### config.mk
export PLATFORM = sky130hd
export DESIGN_NAME = ulaq_ram
export DESIGN_NICKNAME = d
export VERILOG_FILES = /design/src/hw/rtl/uart_line_assembler_queue_top_assert.svh /design/src/hw/rtl/ulaq_ram.sv
export SDC_FILE = /design/constraint.sdc
export NUM_CORES = 1
export LEC_CHECK = 0
export BUFFER_PORTS_ARGS = -buffer_cell sky130_fd_sc_hd__buf_2
export CORE_MARGIN = 2
export CORE_UTILIZATION = 50
export CTS_CLUSTER_SIZE = 12
export DETAILED_ROUTE_END_ITERATION = 10
export PLACE_DENSITY_LB_ADDON = 0.08
export SLEW_MARGIN = 20
export SYNTH_ARGS = -nofsm -noshare
export SYNTH_HDL_FRONTEND = slang
export SYNTH_SLANG_ARGS = --single-unit
### constraint.sdc
create_clock -name clk -period 2.4 [get_ports clk]
set_clock_uncertainty 0.05 [all_clocks]
set_input_delay 0.24 -clock clk [delete_from_list [all_inputs] [get_ports clk]]
set_output_delay 0.24 -clock clk [all_outputs]
set_load 0.02 [all_outputs]
### src/hw/rtl/uart_line_assembler_queue_top_assert.svh
// ----------------------------------------------------------------------------
// Assertion macros for the line assembler queue
// Concurrent checks clocked on aclk, held off while aresetn is low.
// ----------------------------------------------------------------------------
`ifndef UART_LINE_ASSEMBLER_QUEUE_TOP_ASSERT_SVH
`define UART_LINE_ASSEMBLER_QUEUE_TOP_ASSERT_SVH

`ifndef SYNTHESIS
`define ULAQ_ASSERT(lbl, prop, msg) \
    lbl: assert property (@(posedge aclk) disable iff (!aresetn) prop) else $error(msg);
`define ULAQ_ASSERT_NEVER(lbl, cond, msg) \
    `ULAQ_ASSERT(lbl, !(cond), msg)
`else
`define ULAQ_ASSERT(lbl, prop, msg)
`define ULAQ_ASSERT_NEVER(lbl, cond, msg)
`endif

`endif

### src/hw/rtl/ulaq_ram.sv
// ----------------------------------------------------------------------------
// ulaq_ram
// Simple dual-port RAM, one write port, one read port, registered read.
// ----------------------------------------------------------------------------
module ulaq_ram #(
    parameter int WIDTH = 8,
    parameter int DEPTH = 64
) (
    input  logic                     clk,
    input  logic                     we,
    input  logic [$clog2(DEPTH)-1:0] waddr,
    input  logic [WIDTH-1:0]         wdata,
    input  logic [$clog2(DEPTH)-1:0] raddr,
    output logic [WIDTH-1:0]         rdata
);

    logic [WIDTH-1:0] mem [DEPTH];

    always_ff @(posedge clk) begin
        if (we) begin
            mem[waddr] <= wdata;
        end
        rdata <= mem[raddr];
    end

endmodule

==> summary.txt, run 1 <==
slew margin rel.: 0.4443
H-tree levels: 2
Leak: 7.608 nW
endpoints failing setup: 0
Hold Path Class: in -> reg
dpl cells: 1,585
post-DP HPWL: 29,870 um
ranking of synthesized cells by area: edfxtp_1, mux4_2, nor2_1, mux2i_1, dfxtp_1
vias per inst: 5.918
Layout area overhead: 16.17%
total congestion overflow: 0
largest net degree at the start of global routing: 65
Final min period: 2.135 ns
post-synth top area cell: edfxtp_1
die width: 204.8 um
Synth cell types: 40
post-route cell area: 23,430 um^2
setup bufs post-CTS: 0
Seq pwr share: 0.545
Num CTS Buffers: 53
Post-Syn Instances: 940
syn nets: 962
RSZ-0062 raised after global routing: false
Syn Area/Cell: 21.45 um^2
Slew Limit Fails: 0
setup_tns: 0 ns
full die area: 41,960 um^2
Post-synth top flop: edfxtp_1
Least-Margin Pin Slew: 0.8336 ns
Remaining DRCs: 0
Syn. warnings: 0
outcome: finished, final reports clean
Via Count: 9,919
Initial Utilization: 0.5076
Pre-antenna DRT Iters: 5
Post-DP Area: 21,890 um^2
Final #Nets: 1,139
logic gate share of total power: 0.056
Setup crit end kind: register
Total GRT Usage: 0.2289
Crit path arrival time: 2.55 ns
gp weighted congestion: 0.7645
Clk Latency, worst-skew pair: 0.59 ns
Non-Filler Instances: 1,676
FILL cells: 2,950
# IOs: 30
Critical Path RT: 2.81 ns
Routed WL: 46,120 um
max_cap viols: 0
CTS Buffer Depth: 3
Hold Fails Final Rpt: 0
Die Ht: 204.8 um
crit path max fanout: 1
CTS tree: done
Sink Count: 520
Mapped Area: 20,170 um^2
synthesized flop and latch total: 520
post-route ant nets: 0
share of cells above drive strength 1: 0.3243
average wire per standard cell: 27.51 um
Worst Setup Start Kind: register
register area share after synthesis: 0.7703
CTS Root Cell: clkbuf_16
worst hold slack: 0.07840 ns
critical path class: reg -> reg
NetSw: 3.883 mW
# port buffers: 29
Post-synth top cells: edfxtp_1, mux4_2, nor2_1
clk slew on worst S/H paths: 0.06 ns
Final Cycle Share: 0.8898
Yosys top cell area share: 0.7624
FMAX: 468.3 MHz
most common cell in the netlist: edfxtp_1
fin util: 0.5897
Int Pwr: 14.62 mW
Rows: 73
first-pass GRT wire length: 67,880 um
PD cells: 789.6 nW/um^2
Core Region: 39,730 um^2
FFs w/ async S/R, synth: 0
clock network power share: 0.398
drt initial violations: 1,032
vias in the first global route: 10,130
Switching Share: 0.2099
initial antenna violation count: 3
Max VDD drop: 0.5696 mV
EDFF count, synth: 512
[worst paths after layout]
| check | startpoint | to | slack [ns] | depth (start not counted) |
|---|---|---|---|---|
| max | mem[0][3] | rdata[3] | 0.26 | 5 |
| min reg2reg | mem[30][4] | rdata[4] | 0.82 | 3 |
| min | wdata[3] | mem[2][3] | 0.08 | 1 |
| max reg2reg | mem[0][3] | rdata[3] | 0.26 | 5 |
[power groups by stage]
| stage | Clock (mW) | Combinational, mW | Sequential [mW] |
|---|---|---|---|
| after floorplan | 0 | 0.536 | 10.3 |
| after global placement | 0 | 1.04 | 10.3 |
| after detailed placement | 0 | 1.05 | 10.3 |
| after CTS | 7.54 | 1.05 | 10.1 |
| after global routing | 7.88 | 1.11 | 10.1 |
| final | 7.37 | 1.04 | 10.1 |
[per-layer routing]
metal | up-vias | share of wire | track usage
li1 | 4286 | - | -
met1 | 5183 | 0.44 | 0.3456
met2 | 378 | 0.47 | 0.3536
met3 | 72 | 0.067 | 0.03118
met4 | 0 | 0.021 | 0.06548
met5 | - | 0 | 0
[critical path, cell delays in order, from the launching register on]
cell and delay, ns:
edfxtp_1 0.37, mux4_2 0.47, nor2b_1 0.14, a2111oi_0 0.68, buf_4 0.24, o41ai_1 0.06
[layout make-up]
| type | count | area, um^2 | share of cell area |
|---|---|---|---|
| Multi-Input combinational cell | 369 | 4315 | 0.1842 |
| Antenna cell | 1 | 2.502 | 0.0001068 |
| Tap cell | 525 | 656.9 | 0.02804 |
| Timing Repair Buffer | 173 | 1408 | 0.06008 |
| Clock buffer | 68 | 1425 | 0.06083 |
| Sequential cell | 520 | 15530 | 0.6631 |
| Clock inverter | 20 | 86.33 | 0.003685 |
[cell usage in the layout (no fill, tap or decap), types with 2 or more instances in the layout]
cell and count:
buf_2 26, clkbuf_16 55, a22oi_1 3, a211oi_1 4, clkinv_1 14, a2111oi_0 2, o2bb2ai_1 3, a221oi_1 6
o21a_1 2, nor2b_1 14, a21oi_1 3, clkbuf_1 13, nor2_1 83, edfxtp_1 512, nand2_1 19, nor4_1 2
mux2i_1 23, clkinv_2 5, o221a_2 2, nor3_1 7, o21ai_0 2, nand2b_1 7, nand4_1 2, o32ai_1 2
o2111ai_1 3, nand3b_1 3, mux2_2 13, o21ai_1 2, buf_12 13, o221ai_1 8, dlygate4sd3_1 2, nand3_1 13
dfxtp_1 8, o41ai_1 2, o22ai_1 8, mux4_2 126, buf_4 131
[registers in the layout (all words and copies together) (netlist names)]
signal and flops:
rdata 8, mem 512
[timing repair]
item                      CTS  global route
hold buffers                2             0
hold endpoints to repair    9             0
resized for setup           0             0
[stage by stage]
| step | setup WS, ns | power [mW] |
|---|---|---|
| floorplan | 0.4423 | 10.82 |
| global placement | 0.04277 | 11.32 |
| detailed placement | -0.05043 | 11.33 |
| CTS | 0.3279 | 18.68 |
| global route | 0.1779 | 19.08 |
| finish | 0.2646 | 18.50 |
[cell families after synthesis]
family          count (synthesis)  synth area share
flops                         520            0.7703
mux                           162            0.1594
simple gates                  153           0.03387
compound gates                 54           0.02072
buf+inv                        51           0.01570
Note: power is estimated with default switching activity, not from simulation.
==> run 2: changes to the inputs <==
--- a/config.mk
+++ b/config.mk
@@ -5,6 +5,7 @@
 export SDC_FILE = /design/constraint.sdc
 export NUM_CORES = 1
 export LEC_CHECK = 0
+export ABC_AREA = 1
 export BUFFER_PORTS_ARGS = -buffer_cell sky130_fd_sc_hd__buf_2
 export CORE_MARGIN = 2
 export CORE_UTILIZATION = 50
==> run 2 against run 1 <==
Effect of this change: wire length is 22% higher; synthesized cell count is 92% higher; critical path depth is 4 lower; core utilization is 1.6 points lower; worst setup slack better by 0.53 ns; non-clock buffer count is 26 lower; critical endpoint is now rdata[7]; largest cell class unchanged; highest routed layer unchanged.
==> summary.txt, run 2 <==
outcome: finished, final reports clean
CTS Buffer Depth: 3 (unchanged)
H-tree levels: 2 (unchanged)
average wire per standard cell: 22.71 um (-17%)
most common cell in the netlist: nand2_1
Sink Count: 520 (unchanged)
post-route ant nets: 0 (unchanged)
Seq pwr share: 0.525 (-0.020)
largest family of logic cells by synthesized area: simple AND/OR/NAND/NOR gates
Reg area: 15,530 um^2 (unchanged)
# port buffers: 29 (unchanged)
Crit path arrival time: 1.32 ns (-1.23 ns)
Synth cell types: 16 (-60%)
Pre-antenna DRT Iters: 5 (unchanged)
CTS Root Cell: clkbuf_16
full die area: 44,350 um^2 (+5.7%)
Worst path slowest cell: dfxtp_1
met2 WL post-DR: 26,020 um (+21%)
Hold Fails Final Rpt: 0 (unchanged)
post-DP HPWL: 33,140 um (+11%)
max FFs per register: 512 (unchanged)
Switching Share: 0.2229 (+0.01296)
critical-path cell list: buf_2
Routed WL: 56,130 um (+22%)
Final Cycle Share: 0.6690 (-0.2207)
largest net degree at the start of global routing: 98 (+51%)
Via Count: 13,930 (+40%)
Core Region: 42,040 um^2 (+5.8%)
initial antenna violation count: 4 (+1)
FMAX: 622.8 MHz (+33%)
FFs w/ async S/R, synth: 0 (unchanged)
setup bufs post-CTS: 0 (unchanged)
clk slew on worst S/H paths: 0.06 ns (about the same)
# IOs: 30 (unchanged)
worst hold slack: 0.08856 ns (+0.01017 ns)
Die Ht: 210.6 um (+2.8%)
Crit path largest cell delay: 0.49 ns (-0.19 ns)
endpoints failing setup: 0 (unchanged)
setup_tns: 0 ns (unchanged)
Post-Synth Adder-Cell Area: 0 (unchanged)
Post-Syn Instances: 1,805 (+92%)
Setup crit end kind: output pin
commonest non-fill, non-tap cell in the layout: nand2_1
syn nets: 1,827 (+90%)
Hold Path Class: in -> reg
Slew Limit Fails: 0 (unchanged)
NetSw: 4.288 mW (+10%)
drt initial violations: 1,491 (+44%)
total congestion overflow: 0 (unchanged)
logic gate share of total power: 0.066 (+0.010)
area fraction in compound gates after synthesis: 0 (-0.02072)
Least-Margin Pin Slew: 0.6405 ns (-0.1931 ns)
Remaining DRCs: 0 (unchanged)
most frequent cells in the layout: nand2_1, edfxtp_1, nand3_1, buf_4, nor2_1
total power draw: 19.24 mW (+4.0%)
share of cells above drive strength 1: 0.1103 (-0.2140)
post-synthesis mux area share: 0 (-0.1594)
first-pass GRT wire length: 84,450 um (+24%)
Routed met3 length: 3991 um (+29%)
Mapped Area: 21,340 um^2 (+5.8%)
Initial Utilization: 0.5076 (about the same)
post-synthesis xor/xnor area fraction: 0 (unchanged)
critical path class: reg -> out
clock network power share: 0.410 (+0.012)
Clk Latency, worst-skew pair: 0.60 ns (about the same)
Routed met1 length: 24,540 um (+20%)
FILL cells: 3,504 (+19%)
slew margin rel.: 0.5725 (+0.1283)
Rows: 75 (+2.7%)
Critical Path RT: 2.11 ns (-0.70 ns)
Post-synth top cells: nand2_1, edfxtp_1, nand3_1
CTS tree: done
max_cap viols: 0 (unchanged)
Total GRT Usage: 0.2580 (+0.02905)
post-synth top area cell: edfxtp_1
Syn. warnings: 0 (unchanged)
Final #Nets: 1,916 (+68%)
Top delay family on crit path: flip-flops
Num CTS Buffers: 53 (unchanged)
EDFF count, synth: 512 (unchanged)
synthesized flop and latch total: 520 (unchanged)
Simple-Gate Fraction of Synth Area: 0.2318 (+0.1979)
RSZ-0062 raised after global routing: false
most flop-heavy register: mem
crit path max fanout: 1 (unchanged)
PD cells: 797.3 nW/um^2 (+0.98%)
top flop regs: mem x512, rdata x8
gp weighted congestion: 0.8455 (+11%)
ranking of synthesized cells by area: edfxtp_1, nand2_1, nand3_1, buf_6, nor2_1
worst path bufs/invs: 1 (unchanged)
multi-input combinational cell area: 4946 um^2 (+15%)
vias in the first global route: 13,450 (+33%)
Syn Area/Cell: 11.82 um^2 (-45%)
die width: 210.6 um (+2.8%)
Int Pwr: 14.95 mW (+2.3%)
Post-synth top flop: edfxtp_1
Leak: 8.851 nW (+16%)
Max VDD drop: 0.6561 mV (+15%)
Final min period: 1.606 ns (-0.5297 ns)
Worst Setup Start Kind: register
Yosys top cell area share: 0.7205 (-0.04188)
register area share after synthesis: 0.7280 (-0.04232)
Layout area overhead: 13.08%
Top Layer Used: met4
vias per inst: 5.634 (-4.8%)
-- run 2: changes by cell type after synthesis, moves of 8 or more --
| cell | previous run | this run |
|---|---|---|
| nand2_1 | 19 | 648 |
| nor2b_1 | 14 | 0 |
| buf_2 | 11 | 37 |
| mux4_2 | 126 | 0 |
| o22ai_1 | 8 | 0 |
| inv_1 | 0 | 10 |
| mux2i_1 | 23 | 0 |
| nor2_1 | 83 | 56 |
| buf_6 | 4 | 35 |
| mux2_2 | 13 | 0 |
| o221ai_1 | 8 | 0 |
| nand3_1 | 13 | 439 |
-- run 2: power groups by stage --
stage	Sequential [mW]	Combinational, mW	Clock [mW]
6_report	10.1	1.26	7.88
5_1_grt	10.1	1.38	8.33
4_1_cts	10.1	1.27	8.00
3_5_place_dp	10.3	1.26	0
3_3_place_gp	10.3	1.26	0
2_1_floorplan	10.3	0.706	0
-- run 2: kinds of logic after synthesis --
group / Yosys count
flip-flops: 520
buffers and inverters: 125
AND/OR/NAND/NOR: 1160
-- run 2: metrics by stage --
step	instances	instance area, um^2	util	worst slack [ns]
after floorplan	1805	21340	-	0.3439
after global placement	2377	22490	0.5350	0.3284
after detailed placement	2377	22490	0.5350	0.3513
after CTS	2470	24130	0.5739	0.7845
after global routing	2472	24130	0.5740	0.7769
final	2472	24130	0.5740	0.7943
-- run 2: final timing paths --
check                                start    endpoint  slack, ns  cells past startpoint
worst max register to register  mem[39][0]    rdata[0]       0.93                      8
worst min register to register  mem[40][6]    rdata[6]       0.77                      8
worst min-delay path              wdata[3]  mem[51][3]       0.09                      2
worst max-delay path              rdata[7]    rdata[7]       0.79                      1
-- run 2: repair_timing --
action | 4_1_cts | 5_1_grt
gates resized for setup | 0 | 0
hold endpoints to repair | 8 | 0
hold buffers | 1 | 0
-- run 2: layer usage --
metal / track usage / up-vias
li1: - / 6526
met1: 0.3691 / 6797
met2: 0.4062 / 520
met3: 0.03918 / 85
met4: 0.09106 / 0
met5: 0 / -
-- run 2: layout make-up --
type | instances | share of cell area
clock buffer | 78 | 0.06144
clock inverter | 14 | 0.005807
inverter | 12 | 0.002178
sequential | 520 | 0.6438
tap | 539 | 0.02795
antenna | 2 | 0.0002074
multi-input combinational | 1160 | 0.2050
timing repair buffer | 147 | 0.05367
-- run 2: worst reg2reg max path: stages, from the launching register on --
cell and delay, ns:
edfxtp_1 0.36, nand2_1 0.08, nand3_1 0.10, nand3_1 0.14, nand2_1 0.11, nand2_1 0.08
nand3_1 0.21, nand3_1 0.17, nand2_1 0.07
